### src/hdl/tow_pkg.sv
`timescale 1ns / 1ps
// ============================================================================
// tow_pkg: shared types and constants of the transient onset window detector
// Holds the word formats of both channels, the register map, the register
// reset values and the event word that passes from front end to back end.
// ============================================================================
package tow_pkg;

   // Field widths of the channel words.
   localparam int INDEX_BITS = 20;
   localparam int LEVEL_BITS = 16;
   localparam int CONF_BITS  = 16;

   // Register port geometry.
   localparam int CSR_ADDR_BITS = 5;
   localparam int CSR_DATA_BITS = 32;
   localparam int REG_SEL_BITS  = 3;

   // Register indexes.
   localparam logic [REG_SEL_BITS-1:0] REG_ONSET_THRESHOLD = 3'd0;
   localparam logic [REG_SEL_BITS-1:0] REG_FLOOR_LEVEL     = 3'd1;
   localparam logic [REG_SEL_BITS-1:0] REG_MIN_DURATION    = 3'd2;
   localparam logic [REG_SEL_BITS-1:0] REG_MAX_DURATION    = 3'd3;
   localparam logic [REG_SEL_BITS-1:0] REG_MIN_GAP         = 3'd4;

   // Register reset values.
   localparam logic signed [LEVEL_BITS-1:0] RESET_ONSET_THRESHOLD = 16'sd1536;
   localparam logic signed [LEVEL_BITS-1:0] RESET_FLOOR_LEVEL     = -16'sd15360;
   localparam logic [INDEX_BITS-1:0]        RESET_MIN_DURATION    = 20'd2;
   localparam logic [INDEX_BITS-1:0]        RESET_MAX_DURATION    = 20'd100;
   localparam logic [INDEX_BITS-1:0]        RESET_MIN_GAP         = 20'd5;

   // Confidence end points, 0.0 and saturated 1.0.
   localparam logic [CONF_BITS-1:0] CONF_ZERO = '0;
   localparam logic [CONF_BITS-1:0] CONF_ONE  = '1;

   // Input word.
   typedef struct packed {
      logic signed [LEVEL_BITS-1:0] frame_level;
      logic                         final_item;
   } tow_req_type;

   // Result word.
   typedef struct packed {
      logic [INDEX_BITS-1:0] start_index;
      logic [INDEX_BITS-1:0] end_index;
      logic [CONF_BITS-1:0]  confidence;
      logic                  last_of_run;
   } tow_rsp_type;

   // Register file contents.
   typedef struct packed {
      logic signed [LEVEL_BITS-1:0] onset_threshold;
      logic signed [LEVEL_BITS-1:0] floor_level;
      logic [INDEX_BITS-1:0]        min_duration_frames;
      logic [INDEX_BITS-1:0]        max_duration_frames;
      logic [INDEX_BITS-1:0]        min_gap_frames;
   } tow_cfg_type;

   // Event word: a closed window of sufficient length and/or a flush request.
   typedef struct packed {
      logic                         has_window;
      logic                         flush;
      logic [INDEX_BITS-1:0]        start_index;
      logic [INDEX_BITS-1:0]        end_index;
      logic signed [LEVEL_BITS-1:0] peak;
   } tow_event_type;

   // Queue fill status.
   typedef struct packed {
      logic empty;
      logic full;
   } tow_queue_status_type;

endpackage

### src/hdl/tow_csr.sv
`timescale 1ns / 1ps
// ============================================================================
// tow_csr: configuration registers
// APB-style register file with five registers at word addresses, always
// ready, with combinational read data.
// ============================================================================
module tow_csr (
   input  logic                                clock,
   input  logic                                reset,
   input  logic                                psel,
   input  logic                                penable,
   input  logic                                pwrite,
   input  logic [tow_pkg::CSR_ADDR_BITS-1:0]   paddr,
   input  logic [tow_pkg::CSR_DATA_BITS-1:0]   pwdata,
   output logic [tow_pkg::CSR_DATA_BITS-1:0]   prdata,
   output logic                                pready,
   output tow_pkg::tow_cfg_type                cfg
);

   tow_pkg::tow_cfg_type                 cfg_ff;
   tow_pkg::tow_cfg_type                 cfg_in;
   logic [tow_pkg::REG_SEL_BITS-1:0]     reg_sel;
   logic                                 write_strobe;

   assign pready       = 1'b1;
   assign reg_sel      = paddr[tow_pkg::CSR_ADDR_BITS-1:2];
   assign write_strobe = psel && penable && pwrite;
   assign cfg          = cfg_ff;

   // Register write decode.
   always_comb begin
      cfg_in = cfg_ff;
      if (write_strobe) begin
         case (reg_sel)
            tow_pkg::REG_ONSET_THRESHOLD: begin
               cfg_in.onset_threshold = pwdata[tow_pkg::LEVEL_BITS-1:0];
            end
            tow_pkg::REG_FLOOR_LEVEL: begin
               cfg_in.floor_level = pwdata[tow_pkg::LEVEL_BITS-1:0];
            end
            tow_pkg::REG_MIN_DURATION: begin
               cfg_in.min_duration_frames = pwdata[tow_pkg::INDEX_BITS-1:0];
            end
            tow_pkg::REG_MAX_DURATION: begin
               cfg_in.max_duration_frames = pwdata[tow_pkg::INDEX_BITS-1:0];
            end
            tow_pkg::REG_MIN_GAP: begin
               cfg_in.min_gap_frames = pwdata[tow_pkg::INDEX_BITS-1:0];
            end
            default: begin
               cfg_in = cfg_ff;
            end
         endcase
      end
   end

   always_ff @(posedge clock) begin
      if (reset) begin
         cfg_ff.onset_threshold     <= tow_pkg::RESET_ONSET_THRESHOLD;
         cfg_ff.floor_level         <= tow_pkg::RESET_FLOOR_LEVEL;
         cfg_ff.min_duration_frames <= tow_pkg::RESET_MIN_DURATION;
         cfg_ff.max_duration_frames <= tow_pkg::RESET_MAX_DURATION;
         cfg_ff.min_gap_frames      <= tow_pkg::RESET_MIN_GAP;
      end else begin
         cfg_ff <= cfg_in;
      end
   end

   // Read mux; the level registers read back sign-extended.
   always_comb begin
      case (reg_sel)
         tow_pkg::REG_ONSET_THRESHOLD: begin
            prdata = tow_pkg::CSR_DATA_BITS'(cfg_ff.onset_threshold);
         end
         tow_pkg::REG_FLOOR_LEVEL: begin
            prdata = tow_pkg::CSR_DATA_BITS'(cfg_ff.floor_level);
         end
         tow_pkg::REG_MIN_DURATION: begin
            prdata = tow_pkg::CSR_DATA_BITS'(cfg_ff.min_duration_frames);
         end
         tow_pkg::REG_MAX_DURATION: begin
            prdata = tow_pkg::CSR_DATA_BITS'(cfg_ff.max_duration_frames);
         end
         tow_pkg::REG_MIN_GAP: begin
            prdata = tow_pkg::CSR_DATA_BITS'(cfg_ff.min_gap_frames);
         end
         default: begin
            prdata = '0;
         end
      endcase
   end

endmodule

### src/hdl/tow_front.sv
`timescale 1ns / 1ps
// ============================================================================
// tow_front: frame classifier
// Takes one level word per hop frame, tracks onset and the open window, and
// pushes an event word whenever a window of sufficient length closes or the
// buffer ends.
// ============================================================================
module tow_front (
   input  logic                          clock,
   input  logic                          reset,
   input  tow_pkg::tow_cfg_type          cfg,
   input  logic                          req_valid,
   output logic                          req_ready,
   input  tow_pkg::tow_req_type          req_data,
   input  tow_pkg::tow_queue_status_type q_stat,
   output logic                          push,
   output tow_pkg::tow_event_type        push_data
);

   logic [tow_pkg::INDEX_BITS-1:0]        frame_counter_ff, frame_counter_in;
   logic signed [tow_pkg::LEVEL_BITS-1:0] prev_level_ff, prev_level_in;
   logic                                  prev_valid_ff, prev_valid_in;
   logic                                  window_open_ff, window_open_in;
   logic [tow_pkg::INDEX_BITS-1:0]        window_start_ff, window_start_in;
   logic signed [tow_pkg::LEVEL_BITS-1:0] window_peak_ff, window_peak_in;

   logic                                  accept;
   logic                                  final_item;
   logic signed [tow_pkg::LEVEL_BITS-1:0] level;
   logic signed [tow_pkg::LEVEL_BITS-1:0] peak_upd;
   logic signed [tow_pkg::LEVEL_BITS-1:0] close_peak;
   logic signed [tow_pkg::LEVEL_BITS:0]   flux;
   logic signed [tow_pkg::LEVEL_BITS:0]   thr_ext;
   logic [tow_pkg::INDEX_BITS-1:0]        idx;
   logic [tow_pkg::INDEX_BITS-1:0]        idx_back;
   logic [tow_pkg::INDEX_BITS-1:0]        close_start;
   logic [tow_pkg::INDEX_BITS-1:0]        open_span;
   logic [tow_pkg::INDEX_BITS-1:0]        close_span;
   logic                                  open_now;
   logic                                  level_close;
   logic                                  close_any;
   logic                                  kept;

   assign req_ready  = !q_stat.full;
   assign accept     = req_valid && req_ready;
   assign level      = req_data.frame_level;
   assign final_item = req_data.final_item;
   assign idx        = frame_counter_ff;
   assign idx_back   = idx - tow_pkg::INDEX_BITS'(1);

   // Rise detection against the previous frame.
   assign flux    = {level[tow_pkg::LEVEL_BITS-1], level}
                  - {prev_level_ff[tow_pkg::LEVEL_BITS-1], prev_level_ff};
   assign thr_ext = {cfg.onset_threshold[tow_pkg::LEVEL_BITS-1], cfg.onset_threshold};
   assign open_now = prev_valid_ff && !window_open_ff && (flux > thr_ext);

   // Open window: peak tracking and closing by floor or by length.
   assign peak_upd    = (level > window_peak_ff) ? level : window_peak_ff;
   assign open_span   = idx - window_start_ff;
   assign level_close = prev_valid_ff && window_open_ff &&
                        ((level < cfg.floor_level) ||
                         (open_span > cfg.max_duration_frames));

   // A window also closes at the last frame, even one that opened there.
   assign close_any   = level_close ||
                        (final_item && (window_open_ff || open_now));
   assign close_start = open_now ? idx_back : window_start_ff;
   assign close_peak  = open_now ? level : peak_upd;
   assign close_span  = idx - close_start;
   assign kept        = close_any && (close_span >= cfg.min_duration_frames);

   // Event word toward the back end.
   assign push                  = accept && (kept || final_item);
   assign push_data.has_window  = kept;
   assign push_data.flush       = final_item;
   assign push_data.start_index = close_start;
   assign push_data.end_index   = idx;
   assign push_data.peak        = close_peak;

   // Per-buffer state update.
   always_comb begin
      frame_counter_in = frame_counter_ff;
      prev_level_in    = prev_level_ff;
      prev_valid_in    = prev_valid_ff;
      window_open_in   = window_open_ff;
      window_start_in  = window_start_ff;
      window_peak_in   = window_peak_ff;
      if (accept) begin
         if (final_item) begin
            frame_counter_in = '0;
            prev_valid_in    = 1'b0;
            window_open_in   = 1'b0;
         end else begin
            frame_counter_in = idx + tow_pkg::INDEX_BITS'(1);
            prev_level_in    = level;
            prev_valid_in    = 1'b1;
            if (open_now) begin
               window_open_in  = 1'b1;
               window_start_in = idx_back;
               window_peak_in  = level;
            end else if (window_open_ff) begin
               window_peak_in = peak_upd;
               if (level_close) begin
                  window_open_in = 1'b0;
               end
            end
         end
      end
   end

   always_ff @(posedge clock) begin
      if (reset) begin
         frame_counter_ff <= '0;
         prev_valid_ff    <= 1'b0;
         window_open_ff   <= 1'b0;
      end else begin
         frame_counter_ff <= frame_counter_in;
         prev_valid_ff    <= prev_valid_in;
         window_open_ff   <= window_open_in;
      end
   end

   always_ff @(posedge clock) begin
      prev_level_ff   <= prev_level_in;
      window_start_ff <= window_start_in;
      window_peak_ff  <= window_peak_in;
   end

endmodule

### src/hdl/tow_queue.sv
`timescale 1ns / 1ps
// ============================================================================
// tow_queue: event queue
// Small register FIFO that decouples the frame classifier from the
// confidence and merge engine.
// ============================================================================
module tow_queue #(
   parameter int DEPTH = 4
) (
   input  logic                          clock,
   input  logic                          reset,
   input  logic                          push,
   input  tow_pkg::tow_event_type        push_data,
   input  logic                          pop,
   output tow_pkg::tow_event_type        pop_data,
   output tow_pkg::tow_queue_status_type stat
);

   localparam int PTR_BITS   = (DEPTH > 1) ? $clog2(DEPTH) : 1;
   localparam int COUNT_BITS = $clog2(DEPTH + 1);

   tow_pkg::tow_event_type  entry_ff [DEPTH];
   logic [PTR_BITS-1:0]     wr_ptr_ff, wr_ptr_in;
   logic [PTR_BITS-1:0]     rd_ptr_ff, rd_ptr_in;
   logic [COUNT_BITS-1:0]   count_ff, count_in;
   logic                    do_push;
   logic                    do_pop;

   assign stat.empty = (count_ff == '0);
   assign stat.full  = (count_ff == COUNT_BITS'(DEPTH));
   assign do_push    = push && !stat.full;
   assign do_pop     = pop && !stat.empty;
   assign pop_data   = entry_ff[rd_ptr_ff];

   // Pointer and fill count update.
   always_comb begin
      wr_ptr_in = wr_ptr_ff;
      rd_ptr_in = rd_ptr_ff;
      count_in  = count_ff;
      if (do_push) begin
         wr_ptr_in = (wr_ptr_ff == PTR_BITS'(DEPTH - 1)) ? '0
                   : wr_ptr_ff + PTR_BITS'(1);
      end
      if (do_pop) begin
         rd_ptr_in = (rd_ptr_ff == PTR_BITS'(DEPTH - 1)) ? '0
                   : rd_ptr_ff + PTR_BITS'(1);
      end
      if (do_push && !do_pop) begin
         count_in = count_ff + COUNT_BITS'(1);
      end else if (do_pop && !do_push) begin
         count_in = count_ff - COUNT_BITS'(1);
      end
   end

   always_ff @(posedge clock) begin
      if (reset) begin
         wr_ptr_ff <= '0;
         rd_ptr_ff <= '0;
         count_ff  <= '0;
      end else begin
         wr_ptr_ff <= wr_ptr_in;
         rd_ptr_ff <= rd_ptr_in;
         count_ff  <= count_in;
      end
   end

   always_ff @(posedge clock) begin
      if (do_push) begin
         entry_ff[wr_ptr_ff] <= push_data;
      end
   end

endmodule

### src/hdl/tow_back.sv
`timescale 1ns / 1ps
// ============================================================================
// tow_back: confidence and merge engine
// Pops event words, works out the confidence with a serial restoring divide,
// merges close windows into the held detection and emits result words
// through an output register.
// ============================================================================
module tow_back (
   input  logic                          clock,
   input  logic                          reset,
   input  tow_pkg::tow_cfg_type          cfg,
   input  tow_pkg::tow_queue_status_type q_stat,
   output logic                          pop,
   input  tow_pkg::tow_event_type        pop_data,
   output logic                          rsp_valid,
   input  logic                          rsp_ready,
   output tow_pkg::tow_rsp_type          rsp_data
);

   localparam int LB        = tow_pkg::LEVEL_BITS;
   localparam int STEP_BITS = $clog2(tow_pkg::CONF_BITS);

   typedef enum logic [3:0] {
      ST_IDLE    = 4'b0001,
      ST_DIVIDE  = 4'b0010,
      ST_RESOLVE = 4'b0100,
      ST_FLUSH   = 4'b1000
   } state_type;

   state_type                             state_ff, state_in;
   tow_pkg::tow_event_type                ev_ff, ev_in;
   logic [STEP_BITS-1:0]                  step_ff, step_in;
   logic [LB:0]                           rem_ff, rem_in;
   logic [LB:0]                           den_ff, den_in;
   logic [tow_pkg::CONF_BITS-1:0]         quot_ff, quot_in;
   logic                                  pend_valid_ff, pend_valid_in;
   logic [tow_pkg::INDEX_BITS-1:0]        pend_start_ff, pend_start_in;
   logic [tow_pkg::INDEX_BITS-1:0]        pend_end_ff, pend_end_in;
   logic [tow_pkg::CONF_BITS-1:0]         pend_conf_ff, pend_conf_in;
   logic                                  rsp_valid_ff, rsp_valid_in;
   tow_pkg::tow_rsp_type                  rsp_ff, rsp_in;

   logic signed [LB:0]                    num;
   logic signed [LB:0]                    den;
   logic [LB+1:0]                         trial;
   logic [tow_pkg::INDEX_BITS-1:0]        gap;
   logic                                  merge;
   logic                                  out_free;

   assign rsp_valid = rsp_valid_ff;
   assign rsp_data  = rsp_ff;
   assign out_free  = !rsp_valid_ff || rsp_ready;
   assign pop       = (state_ff == ST_IDLE) && !q_stat.empty;

   // Confidence operands: peak above floor over the floor's depth.
   assign num = {pop_data.peak[LB-1], pop_data.peak}
              - {cfg.floor_level[LB-1], cfg.floor_level};
   assign den = -{cfg.floor_level[LB-1], cfg.floor_level};

   // One restoring divide step.
   assign trial = {rem_ff, 1'b0} - {1'b0, den_ff};

   // Merge test against the held detection.
   assign gap   = ev_ff.start_index - pend_end_ff;
   assign merge = pend_valid_ff && (gap < cfg.min_gap_frames);

   always_comb begin
      state_in      = state_ff;
      ev_in         = ev_ff;
      step_in       = step_ff;
      rem_in        = rem_ff;
      den_in        = den_ff;
      quot_in       = quot_ff;
      pend_valid_in = pend_valid_ff;
      pend_start_in = pend_start_ff;
      pend_end_in   = pend_end_ff;
      pend_conf_in  = pend_conf_ff;
      rsp_valid_in  = rsp_valid_ff && !rsp_ready;
      rsp_in        = rsp_ff;
      case (state_ff)
         // Take the next event word and settle the easy confidence cases.
         ST_IDLE: begin
            if (pop) begin
               ev_in = pop_data;
               if (!pop_data.has_window) begin
                  state_in = ST_FLUSH;
               end else if (!cfg.floor_level[LB-1] || (num <= 0)) begin
                  quot_in  = tow_pkg::CONF_ZERO;
                  state_in = ST_RESOLVE;
               end else if (num >= den) begin
                  quot_in  = tow_pkg::CONF_ONE;
                  state_in = ST_RESOLVE;
               end else begin
                  rem_in   = num;
                  den_in   = den;
                  quot_in  = tow_pkg::CONF_ZERO;
                  step_in  = STEP_BITS'(tow_pkg::CONF_BITS - 1);
                  state_in = ST_DIVIDE;
               end
            end
         end
         // One quotient bit per cycle.
         ST_DIVIDE: begin
            if (!trial[LB+1]) begin
               rem_in  = trial[LB:0];
               quot_in = {quot_ff[tow_pkg::CONF_BITS-2:0], 1'b1};
            end else begin
               rem_in  = {rem_ff[LB-1:0], 1'b0};
               quot_in = {quot_ff[tow_pkg::CONF_BITS-2:0], 1'b0};
            end
            step_in = step_ff - STEP_BITS'(1);
            if (step_ff == '0) begin
               state_in = ST_RESOLVE;
            end
         end
         // Merge into the held detection, or push it out and hold the new one.
         ST_RESOLVE: begin
            if (merge) begin
               pend_end_in = ev_ff.end_index;
               if (quot_ff > pend_conf_ff) begin
                  pend_conf_in = quot_ff;
               end
               state_in = ev_ff.flush ? ST_FLUSH : ST_IDLE;
            end else if (!pend_valid_ff || out_free) begin
               if (pend_valid_ff) begin
                  rsp_valid_in       = 1'b1;
                  rsp_in.start_index = pend_start_ff;
                  rsp_in.end_index   = pend_end_ff;
                  rsp_in.confidence  = pend_conf_ff;
                  rsp_in.last_of_run = !ev_ff.flush;
               end
               pend_valid_in = 1'b1;
               pend_start_in = ev_ff.start_index;
               pend_end_in   = ev_ff.end_index;
               pend_conf_in  = quot_ff;
               state_in      = ev_ff.flush ? ST_FLUSH : ST_IDLE;
            end
         end
         // End of buffer: emit whatever is still held.
         ST_FLUSH: begin
            if (!pend_valid_ff) begin
               state_in = ST_IDLE;
            end else if (out_free) begin
               rsp_valid_in       = 1'b1;
               rsp_in.start_index = pend_start_ff;
               rsp_in.end_index   = pend_end_ff;
               rsp_in.confidence  = pend_conf_ff;
               rsp_in.last_of_run = 1'b1;
               pend_valid_in      = 1'b0;
               state_in           = ST_IDLE;
            end
         end
         default: begin
            state_in = ST_IDLE;
         end
      endcase
   end

   always_ff @(posedge clock) begin
      if (reset) begin
         state_ff      <= ST_IDLE;
         pend_valid_ff <= 1'b0;
         rsp_valid_ff  <= 1'b0;
         step_ff       <= '0;
      end else begin
         state_ff      <= state_in;
         pend_valid_ff <= pend_valid_in;
         rsp_valid_ff  <= rsp_valid_in;
         step_ff       <= step_in;
      end
   end

   always_ff @(posedge clock) begin
      ev_ff         <= ev_in;
      rem_ff        <= rem_in;
      den_ff        <= den_in;
      quot_ff       <= quot_in;
      pend_start_ff <= pend_start_in;
      pend_end_ff   <= pend_end_in;
      pend_conf_ff  <= pend_conf_in;
      rsp_ff        <= rsp_in;
   end

endmodule

### src/hdl/transient_onset_window_detector.sv
`timescale 1ns / 1ps
// ============================================================================
// transient_onset_window_detector: onset window detector over hop frames
// Top level: register port, frame classifier, event queue and the
// confidence and merge engine.
// ============================================================================
// The front end takes one level word per clock while the event queue has
// room; frames that neither close a window nor end the buffer push nothing.
// For each event word (a closed window, the end of the buffer, or both) the
// back end takes it in the idle state, runs the serial confidence divide
// (one quotient bit per cycle), merges it or hands the held detection to
// the output register once that is free, and at the end of a buffer flushes
// what is held. Confidence values that are 0 or saturated skip the divide.
// A word ending the buffer may yield two result words; the output register
// lets the engine go on while a result waits to be taken. Registers must be
// written only while the block is idle; the block does not enforce this.
module transient_onset_window_detector #(
   parameter int QUEUE_DEPTH = 4
) (
   input  logic                              clock,
   input  logic                              reset,
   input  logic                              req_valid,
   output logic                              req_ready,
   input  tow_pkg::tow_req_type              req_data,
   output logic                              rsp_valid,
   input  logic                              rsp_ready,
   output tow_pkg::tow_rsp_type              rsp_data,
   input  logic                              psel,
   input  logic                              penable,
   input  logic                              pwrite,
   input  logic [tow_pkg::CSR_ADDR_BITS-1:0] paddr,
   input  logic [tow_pkg::CSR_DATA_BITS-1:0] pwdata,
   output logic [tow_pkg::CSR_DATA_BITS-1:0] prdata,
   output logic                              pready
);

   tow_pkg::tow_cfg_type          cfg;
   tow_pkg::tow_queue_status_type q_stat;
   tow_pkg::tow_event_type        push_data;
   tow_pkg::tow_event_type        pop_data;
   logic                          q_push;
   logic                          q_pop;

   tow_csr u_csr (
      .clock   (clock),
      .reset   (reset),
      .psel    (psel),
      .penable (penable),
      .pwrite  (pwrite),
      .paddr   (paddr),
      .pwdata  (pwdata),
      .prdata  (prdata),
      .pready  (pready),
      .cfg     (cfg)
   );

   tow_front u_front (
      .clock     (clock),
      .reset     (reset),
      .cfg       (cfg),
      .req_valid (req_valid),
      .req_ready (req_ready),
      .req_data  (req_data),
      .q_stat    (q_stat),
      .push      (q_push),
      .push_data (push_data)
   );

   tow_queue #(
      .DEPTH (QUEUE_DEPTH)
   ) u_queue (
      .clock     (clock),
      .reset     (reset),
      .push      (q_push),
      .push_data (push_data),
      .pop       (q_pop),
      .pop_data  (pop_data),
      .stat      (q_stat)
   );

   tow_back u_back (
      .clock     (clock),
      .reset     (reset),
      .cfg       (cfg),
      .q_stat    (q_stat),
      .pop       (q_pop),
      .pop_data  (pop_data),
      .rsp_valid (rsp_valid),
      .rsp_ready (rsp_ready),
      .rsp_data  (rsp_data)
   );

   // An event word is never offered to a full queue.
   a_push_not_full: assert property (@(posedge clock) disable iff (reset)
      q_push |-> !q_stat.full)
      else $error("event pushed into a full queue");

   // The back end never takes a word from an empty queue.
   a_pop_not_empty: assert property (@(posedge clock) disable iff (reset)
      q_pop |-> !q_stat.empty)
      else $error("event popped from an empty queue");

   // The last frame of a buffer always leaves a flush word in the queue.
   a_final_queued: assert property (@(posedge clock) disable iff (reset)
      (!reset && req_valid && req_ready && req_data.final_item) |=> !q_stat.empty)
      else $error("last frame of a buffer left no event word");

endmodule
### config.mk
export PLATFORM = sky130hd
export DESIGN_NAME = transient_onset_window_detector
export DESIGN_NICKNAME = d
export VERILOG_FILES = /design/src/hdl/tow_pkg.sv /design/src/hdl/tow_csr.sv /design/src/hdl/tow_front.sv /design/src/hdl/tow_queue.sv /design/src/hdl/tow_back.sv /design/src/hdl/transient_onset_window_detector.sv
export SDC_FILE = /design/constraint.sdc
export NUM_CORES = 1
export LEC_CHECK = 0
export ABC_CLOCK_PERIOD_IN_PS = 24600
export BUFFER_PORTS_ARGS = -buffer_cell sky130_fd_sc_hd__buf_2
export CAP_MARGIN = 20
export CORE_UTILIZATION = 40
export DETAILED_ROUTE_END_ITERATION = 8
export SETUP_SLACK_MARGIN = 0.1
export SLEW_MARGIN = 20
export SYNTH_ARGS = -nofsm -noshare
export SYNTH_HDL_FRONTEND = slang
export SYNTH_SLANG_ARGS = --single-unit
### constraint.sdc
create_clock -name clock -period 24.6 [get_ports clock]
set_clock_uncertainty 0.2 [all_clocks]
set_input_delay 4.92 -clock clock [delete_from_list [all_inputs] [get_ports clock]]
set_output_delay 4.92 -clock clock [all_outputs]
set_load 0.005 [all_outputs]
Word-level counts from Yosys, hierarchy flattened
Memories as Yosys holds them, arrays and structs flattened. A register that Yosys moved wholly into a read port is not among the register bits.
Index checks and enable logic that the tools add are counted.
- logic and storage cells: 212
- flip-flop bits (word level): 387
- bits in writable memories: 232
- memories: 1
- input port bits: 61
- eq/ne operators: 24
- mux-type cells: 70
- bitwise gates (word level): 4
- reduce and logical (&&, ||, !) cells: 59
- magnitude comparators: 9
- $add $sub $neg: 14
- memories (name ; words ; width ; rd ports ; clocked after memory_dff ; wr ports ; line ; source):
    u_queue.entry_ff ; 4 ; 58 ; 1 ; 1 ; 1 ; tow_queue.sv:22 ; tow_pkg::tow_event_type entry_ff [DEPTH];
- operators with widths (cell ; count):
    two-way mux 57 bit ; 5
    two-way mux 16 bit ; 11
    one-hot mux 32 bit (5 select lines) ; 1
    one-hot mux 57 bit (2 select lines) ; 1
    two-way mux 17 bit ; 5
    two-way mux 20 bit ; 4
    subtractor 20 bit ; 3
    two-way mux 4 bit ; 13
    one-hot mux 17 bit (2 select lines) ; 1
    subtractor 16 x 16 -> 17 bit ; 2
    greater-than comparator 16 bit ; 2
    one-hot mux 16 bit (2 select lines) ; 1
    adder 20 x 1 -> 20 bit (second input constant) ; 1
    greater-or-equal comparator 20 bit ; 1
    greater-than comparator 20 bit ; 1
    < comparator 20 bit ; 1
    subtractor 20 x 1 -> 20 bit (second input constant) ; 1
    subtractor 18 x 17 -> 18 bit ; 1
    greater-or-equal comparator 17 bit ; 1
    greater-than comparator 17 x 16 -> 1 bit ; 1
    <= comparator 17 x 1 -> 1 bit (second input constant) ; 1
    logical AND 1 bit ; 17
    two-way mux 1 bit ; 17
    negation 17 bit ; 1
    33 further kinds ; 87

Depth between registers and ports, before layout
Gate-level depths: netlist of the first run.
- word-level depth: 14
- depth in mapped cells: 51
- depth with buffers taken out: 49

Hierarchy
A second synthesis of the first run with hierarchy kept.
- cell total of the unflattened synthesis: 2826
- area, all modules: 33151.8 µm²
- by module, submodules not included (module ; area an instance (µm²) ; cells each ; instances):
    tow_back ; 11489.8 ; 996 ; 1
    tow_queue ; 8864.8 ; 353 ; 1
    tow_front ; 8239.2 ; 1006 ; 1
    tow_csr ; 4558.1 ; 471 ; 1

Least setup slack after synthesis of the first run
No wires, ideal clock.
- kind: input port to flip-flop
- from: input port req_data[1] in the netlist's numbering
- to: memory u_queue.entry_ff[0][0] in the netlist's numbering, enable pin
- path slack: 9.853 ns
- arrival time: 14.125 ns
- data required time: 23.978 ns
- stages: 44
- buffers on the path: 2
- cells stage by stage: inv_1 > ha_1 > fa_1 > nor2b_1 > o21ai_0 > a21boi_0 > o21ai_0 > a21boi_0 > o21ai_0 > a21boi_0 > o21a_1 > o21ai_0 > a2111oi_0 > o21ai_0 > a31o_2 > ha_1 > nand3_1 > nor3_2 > [... 8 more ...] > inv_1 > ha_1 > or4b_1 > a31oi_1 > o21ai_0 > a41oi_1 > o21ai_0 > a21oi_1 > xnor2_1 > ha_1 > o21ai_0 > nand2b_1 > a21oi_1 > a21oi_1 > o21ai_0 > a2111oi_0 > a21o_1 > and2_1
- RTL lines (element ; line ; source):
    start, declared ; transient_onset_window_detector.sv:24 ; input tow_pkg::tow_req_type req_data,
    end, declared ; tow_queue.sv:22 ;

==> summary.md, run 1 <==
| Metric | Value |
|---|---|
| Distinct cells, synth | `78` |
| P per Cell Area | `91.4 mW/mm2` |
| Dpl ws | `7.94 ns` |
| Clock-pin slew on the worst setup and hold paths | `0.06 ns` |
| Min Tclk post-route | `16.07 ns` |
| Slew margin rel. | `34.9%` |
| Most frequent CP cell | `o21ai_0` |
| Worst Path Required | `around 25 ns` |
| Die area | `between 0.08 and 0.09 mm2` |
| Global-route wire length before repair | `roughly 130000 um` |
| Least-Margin Pin Slew | `between 0.9 and 1 ns` |
| GR Util All Layers | `20.1%` |
| Net Sw Frac | `31.4%` |
| Final count of pins violating max slew | `0` |
| Gpl congestion | `between 0.8 and 0.9` |
| Syn_nets | `3100` |
| Hold WS | `0.213 ns` |
| GRT overflow | `0` |
| Cts bufs inserted | `68` |
| Die width | `284 um` |
| Antenna violations before repair | `6` |
| Met1 Use GR | `27.9%` |
| Fraction of layout cells with a size suffix above 1 | `12.8%` |
| Routed wire length | `81300 um` |
| Fin Setup TNS | `0 ns` |
| FF+latch count, synth | `a little over 600` |
| Slowest CP cell | `a2111oi_0` |
| Number of detailed-route iterations in the first pass | `6` |
| Number of H-tree levels | `3` |
| Crit Path Max Fanout | `between 40 and 50` |
| Clock tree buffer depth | `3` |
| Post-synth EDFFs | `488` |
| Clock sink count | `621` |
| Status | `finished, final reports clean` |
| Syn-to-layout area delta | `12.7%` |
| Initial Util | `40.4%` |
| Root buffer cell | `clkbuf_16` |
| Syn Inst Count | `2779` |
| P_sw | `1.03 mW` |
| Min-Delay Path Class | `reg -> reg` |
| Via density per instance | `~5.4` |
| # DRC | `0` |
| CP peak stage delay | `0.61 ns` |
| Initial DRC Count | `1494` |
| Tot Pwr | `around 3.3 mW` |
| Dominant synthesized flop cell | `edfxtp_1` |
| Met2 usage | `32.0%` |
| Clock Latency Late Sink | `0.63 ns` |
| CP Launch Type | `input pin` |
| # setup viols final | `0` |
| NumNets Final | `3229` |
| Final worst-path cycle share | `65.3%` |
| Leak pwr | `approximately 14 nW` |
| Post-CTS setup buffers | `0` |
| Hpwl dp | `approximately 60000 um` |
| Crit end category | `register` |
| Post-synthesis cell area | `roughly 0.032 mm2` |
| Final antenna-violating net count | `0` |
| Max Cap Viol | `0` |
| Fmax | `0.0622 GHz` |
| CTS resizes | `0` |
| Final Hold Violating Endpoints | `0` |
| Avg Inst Size Synth | `11.5 um2` |
| Unrepaired setup endpoints after global routing | `no` |
| CTS tree | `yes` |
| Core Area | `0.0790 mm2` |
| Row count | `103` |
| Ys async rst share | `0%` |
| Fillers | `7222` |
| Sequential share of power | `41.3%` |
| CP Class | `in -> reg` |
| PnR worst setup slack | `8.53 ns` |
| Fin util | `45.5%` |
| Worst EP arrival | `16.11 ns` |
| Vias in the first global route | `21600` |
| I/O pins | `153` |
| Comb power frac | `27.7%` |
| Global Route met3 Usage | `3.03%` |
| Total number of vias | `21600` |
| Gr busiest metal | `met2` |
| CTS Hold Bufs | `0` |
| Maximum VDD drop | `50.1 uV` |
| Largest net degree at the start of global routing | `64` |
| Register area share after synthesis | `54.3%` |
| Synth Warn # | `0` |
| IO buf count | `approximately 140` |
| Die span in y | `284 um` |
| Pint | `2.25 mW` |
| Power share of the clock group | `between 30% and 40%` |
| Per-cell routed wire length | `20.3 um` |
state kept, by name, summed over array words and instances (netlist names), named ones only:
register and count:
u_csr.cfg 92, u_front.window_open_ff 1, u_queue.count_ff 3, u_back.state_ff 4, u_queue.wr_ptr_ff 2, u_front.window_start_ff 20, u_back.rsp_data 57, u_queue.rd_ptr_ff 2
u_back.pend_start_ff 20, u_back.den_ff 17, u_back.rsp_valid 1, u_front.prev_valid_ff 1, u_back.pend_end_ff 20, u_back.quot_ff 16, u_front.prev_level_ff 16, u_front.window_peak_ff 16
u_back.rem_ff 17, u_back.pend_valid_ff 1, u_queue.entry_ff 232, u_back.ev_ff 41, u_back.pend_conf_ff 16, u_back.step_ff 4, u_front.frame_counter_ff 20
kinds of logic (layout without fill, tap and decap cells):
kind of cell,Yosys count,count (layout),synth area share [%]
other,1,4,0.0118
AND/OR/NAND/NOR,696,696,10.2
AO/OA/AOI/OAI,609,609,11.9
adder cells (fa/ha/maj),260,260,10.3
XOR/XNOR,112,112,3.08
buffers and inverters,379,562,4.64
flip-flops,621,621,54.3
multiplexers,101,101,5.52
cells in the final DEF, fill, tap and decap left out, types with 14 or more instances in the layout:
cell         n
xnor2_1     81
nand3b_1    16
mux4_2      58
clkbuf_1    14
xor2_1      30
nand2b_1    23
a22oi_1     37
mux2_2      20
nand3_1     35
inv_1      277
nand4_1     28
o21ai_0    122
o22ai_1     19
o211ai_1    19
buf_4       24
nor2_1     135
nor2b_1     36
ha_1       254
clkbuf_16   68
and3_1      19
nand2_1    300
a21o_1      55
buf_2      136
edfxtp_1   488
nor3_1      38
a21oi_1    207
mux2i_1     23
dfxtp_1    131
o21a_1      40
path summary, 6_finish.rpt:
| path | start | end | slack, ns | depth (start not counted) |
|---|---|---|---|---|
| min reg2reg | u_back.ev_ff[24] | u_back.pend_end_ff[8] | 0.21 | 0 |
| max | req_data[1] | u_queue.entry_ff[3][46] | 8.53 | 45 |
| min | u_back.ev_ff[24] | u_back.pend_end_ff[8] | 0.21 | 0 |
| max reg2reg | u_front.prev_level_ff[0] | u_queue.entry_ff[3][46] | 12.68 | 43 |
critical path, delay by kind of cell:
family | cells | cell delay [ns]
buf+inv | 5 | 1.27
simple gates | 9 | 2.10
xor+xnor | 1 | 0.09
compound gates | 24 | 5.85
fa+ha+maj | 6 | 1.80
per-layer routing:
layer  routed length, um  vias up  share of wire [%]
li1                    -    10400                  -
met2               37000      574                 45
met3                4210      112                5.2
met4                2240        2                2.8
met5                   9        -              0.011
met1               37900    10500                 47
area by class of cell:
| cell class | count | area [um2] | share of cell area (%) |
|---|---|---|---|
| antenna | 3 | 7.51 | 0.0209 |
| clock inverter | 37 | 400 | 1.11 |
| sequential | 621 | 17300 | 48.2 |
| inverter | 278 | 1040 | 2.90 |
| timing repair buffer | 160 | 861 | 2.40 |
| tap | 1050 | 1310 | 3.66 |
| clock buffer | 87 | 1820 | 5.07 |
| multi-input combinational | 1779 | 13200 | 36.6 |
power by group through the flow:
stage	logic, mW	registers [mW]	clock network [mW]
floorplan	0.678	1.35	0
global placement	0.872	1.37	0
detailed placement	0.908	1.38	0
CTS	0.914	1.36	1.04
global route	1.02	1.37	1.08
finish	0.909	1.36	1.02
cells in the mapped netlist, types with 19 or more instances:
cell type	n	area, um2
a21o_1	55	413
a21oi_1	208	1040
a22oi_1	37	278
and3_1	19	119
clkbuf_1	74	278
dfxtp_1	133	2660
edfxtp_1	488	14700
ha_1	254	3180
inv_1	277	1040
mux2_2	20	225
mux2i_1	23	230
mux4_2	58	1310
nand2_1	300	1130
nand2b_1	23	144
nand3_1	35	175
nand4_1	28	175
nor2_1	139	522
nor2b_1	37	231
nor3_1	39	195
o211ai_1	19	143
o21a_1	40	300
o21ai_0	122	611
o22ai_1	19	119
xnor2_1	82	718
xor2_1	30	263
stage by stage:
stage	cells	instance area, um2
3_3_place_gp	3888	33700
5_1_grt	4015	35900
6_report	4015	35900
2_1_floorplan	2779	31900
4_1_cts	4012	35900
3_5_place_dp	3888	33700
Note: power is estimated with default switching activity, not from simulation.
==> run 2, diff against run 1 <==
Settings changed: ABC_CLOCK_PERIOD_IN_PS 24600 to 15790.
Clock period 24.6 ns to 15.79 ns, I/O delays scaled along.
==> summary.md, run 2 (synthesis gave the netlist of run 1 again) <==
| Metric | Value |
|---|---|
| CP peak stage delay | `approximately 0.64 ns` |
| Antenna violations before repair | `2` |
| Most frequent CP cell | `o21ai_0` |
| Hpwl dp | `around 60000 um` |
| CTS resizes | `0` |
| Hold endpoint | `u_back.pend_end_ff[0]` |
| Routed wire length | `between 80000 and 90000 um` |
| Fin Setup TNS | `0 ns` |
| Reg2reg end | `u_queue.entry_ff[0][32]` |
| Hold WS | `0.213 ns` |
| Min Tclk post-route | `between 10 and 15 ns` |
| Clock-pin slew on the worst setup and hold paths | `0.06 ns` |
| Reg-to-reg slack, setup | `3.83 ns` |
| Fillers | `7153` |
| Vias in the first global route | `21500` |
| Cts bufs inserted | `70` |
| CTS Hold Bufs | `0` |
| FF-to-FF path depth | `41` |
| Crit Path Max Fanout | `42` |
| Per-cell routed wire length | `20.2 um` |
| IO buf count | `137` |
| Slew margin rel. | `33.3%` |
| Global-route wire length before repair | `between 100000 and 150000 um` |
| Largest net degree at the start of global routing | `68` |
| Seq. cell area | `between 0.015 and 0.02 mm2` |
| Post-Place Cells | `3891` |
| GRT overflow | `0` |
| Worst EP arrival | `between 10 and 15 ns` |
| Comb power frac | `between 20% and 30%` |
| Core Area | `between 0.07 and 0.08 mm2` |
| Maximum VDD drop | `65.4 uV` |
| GR Util All Layers | `20.1%` |
| Fraction of layout cells with a size suffix above 1 | `about an eighth` |
| Pint | `3.59 mW` |
| Row count | `103` |
| Root buffer cell | `clkbuf_16` |
| Area of the multi-input gates | `0.0132 mm2` |
| Status | `finished, final reports clean` |
| Worst Min Path Start | `u_back.ev_ff[16]` |
| Fmax | `0.0698 GHz` |
| Die span in y | `about 280 um` |
| Final count of pins violating max slew | `0` |
| Clock sink count | `621` |
| Worst Path Required | `roughly 16 ns` |
| Final worst-path cycle share | `between 90% and 100%` |
| Sequential share of power | `40.6%` |
| Unrepaired setup endpoints after global routing | `no` |
| # setup viols final | `0` |
| # DRC | `0` |
| Number of detailed-route iterations in the first pass | `6` |
| Leak pwr | `13.8 nW` |
| Max FFs per register | `232` |
| Initial DRC Count | `1763` |
| CP Class | `in -> reg` |
| Syn-to-layout area delta | `13.2%` |
| Number of H-tree levels | `3` |
| I/O pins | `about 150` |
| Most flops, register | `u_queue.entry_ff` |
| Final Hold Violating Endpoints | `0` |
| Most common cell after layout, fill and taps aside | `edfxtp_1` |
| Power share of the clock group | `32.2%` |
| Most frequent cells in the layout | `edfxtp_1, nand2_1, inv_1` |
| Die width | `284 um` |
| Total number of vias | `21800` |
| Reg2reg start | `u_front.prev_level_ff[0]` |
| Crit path launch | `req_data[1]` |
| Slowest CP cell | `o21ai_0` |
| Crit end category | `register` |
| Net Sw Frac | `30.9%` |
| P_sw | `approximately 1.6 mW` |
| Hold path depth | `0` |
| CP delay by family, top | `compound AO/OA/AOI/OAI gates` |
| CTS tree | `yes` |
| Via density per instance | `5.41` |
| CP Launch Type | `input pin` |
| NumNets Final | `3234` |
| Clock Latency Late Sink | `0.63 ns` |
| P per Cell Area | `~140 mW/mm2` |
| Worst path bufs/invs | `5` |
| Gpl congestion | `around 0.87` |
| Max Cap Viol | `0` |
| Post-CTS setup buffers | `0` |
| Least-Margin Pin Slew | `1.00 ns` |
| Initial Util | `between 40% and 50%` |
| Final antenna-violating net count | `0` |
| Clock tree buffer depth | `3` |
| Fin cells | `4022` |
| Min-Delay Path Class | `reg -> reg` |
| Die area | `0.0809 mm2` |
## run 2: cell count changes in the layout (fill, tap and decap cells not counted), sizes merged
cell	before	now
clkinv	16	29
clkinvlp	7	4
bufinv	4	8
buf	160	163
inv	288	284
clkbuf	87	83
diode	3	1
## run 2: power groups by stage
stage	clock network [mW]	registers [mW]	logic, mW
floorplan	0	2.11	1.06
global placement	0	2.14	1.36
detailed placement	0	2.15	1.41
CTS	1.71	2.12	1.42
global route	1.77	2.13	1.58
finish	1.67	2.11	1.41
## run 2: per-layer routing
layer | global-route usage, % | wire length [um] | up-vias
li1 | - | - | 10400
met1 | 28.2 | 37200 | 10600
met2 | 31.6 | 36900 | 677
met3 | 3.22 | 5130 | 123
met4 | 6.44 | 2140 | 2
met5 | 0 | 9 | -
## run 2: how the worst max path moves through the flow
| stage | slack, ns | depth (start not counted) | end |
|---|---|---|---|
| 2_1_floorplan | 2.81 | 44 | u_queue.entry_ff[0][0] |
| 3_3_place_gp | 1.21 | 45 | u_queue.entry_ff[0][51] |
| 3_5_place_dp | 0.92 | 43 | u_queue.entry_ff[0][34] |
| 4_1_cts | 1.53 | 43 | u_queue.entry_ff[0][27] |
| 5_1_grt | 0.58 | 41 | u_queue.entry_ff[0][53] |
| 6_report | 1.46 | 43 | u_queue.entry_ff[0][32] |
## run 2: final cells by class
cell class | instances | area share [%]
Inverter | 278 | 2.89
Clock inverter | 47 | 1.43
Sequential cell | 621 | 48.0
Tap cell | 1050 | 3.64
Clock buffer | 83 | 5.13
Antenna cell | 1 | 0.00693
Timing Repair Buffer | 163 | 2.46
Multi-Input combinational cell | 1779 | 36.4
## run 2: metrics by stage
| step | utilization (%) | power [mW] | cell area, um2 | setup slack, ns |
|---|---|---|---|---|
| 6_report | 45.7 | 5.20 | 36100 | 1.46 |
| 5_1_grt | 45.7 | 5.49 | 36100 | 0.582 |
| 4_1_cts | 45.7 | 5.24 | 36100 | 1.53 |
| 3_5_place_dp | 42.7 | 3.56 | 33700 | 0.921 |
| 3_3_place_gp | 42.7 | 3.50 | 33700 | 1.21 |
| 2_1_floorplan | - | 3.16 | 31900 | 2.81 |
## run 2: worst reg2reg max path: cells and delay by family, from the launching register on
family                   cells  cell delay [ns]
AO/OA/AOI/OAI               22             6.05
AND/OR/NAND/NOR              9             2.19
adder cells (fa/ha/maj)      6             1.75
buffers and inverters        3             0.87
flip-flops                   1             0.38
XOR/XNOR                     1             0.17
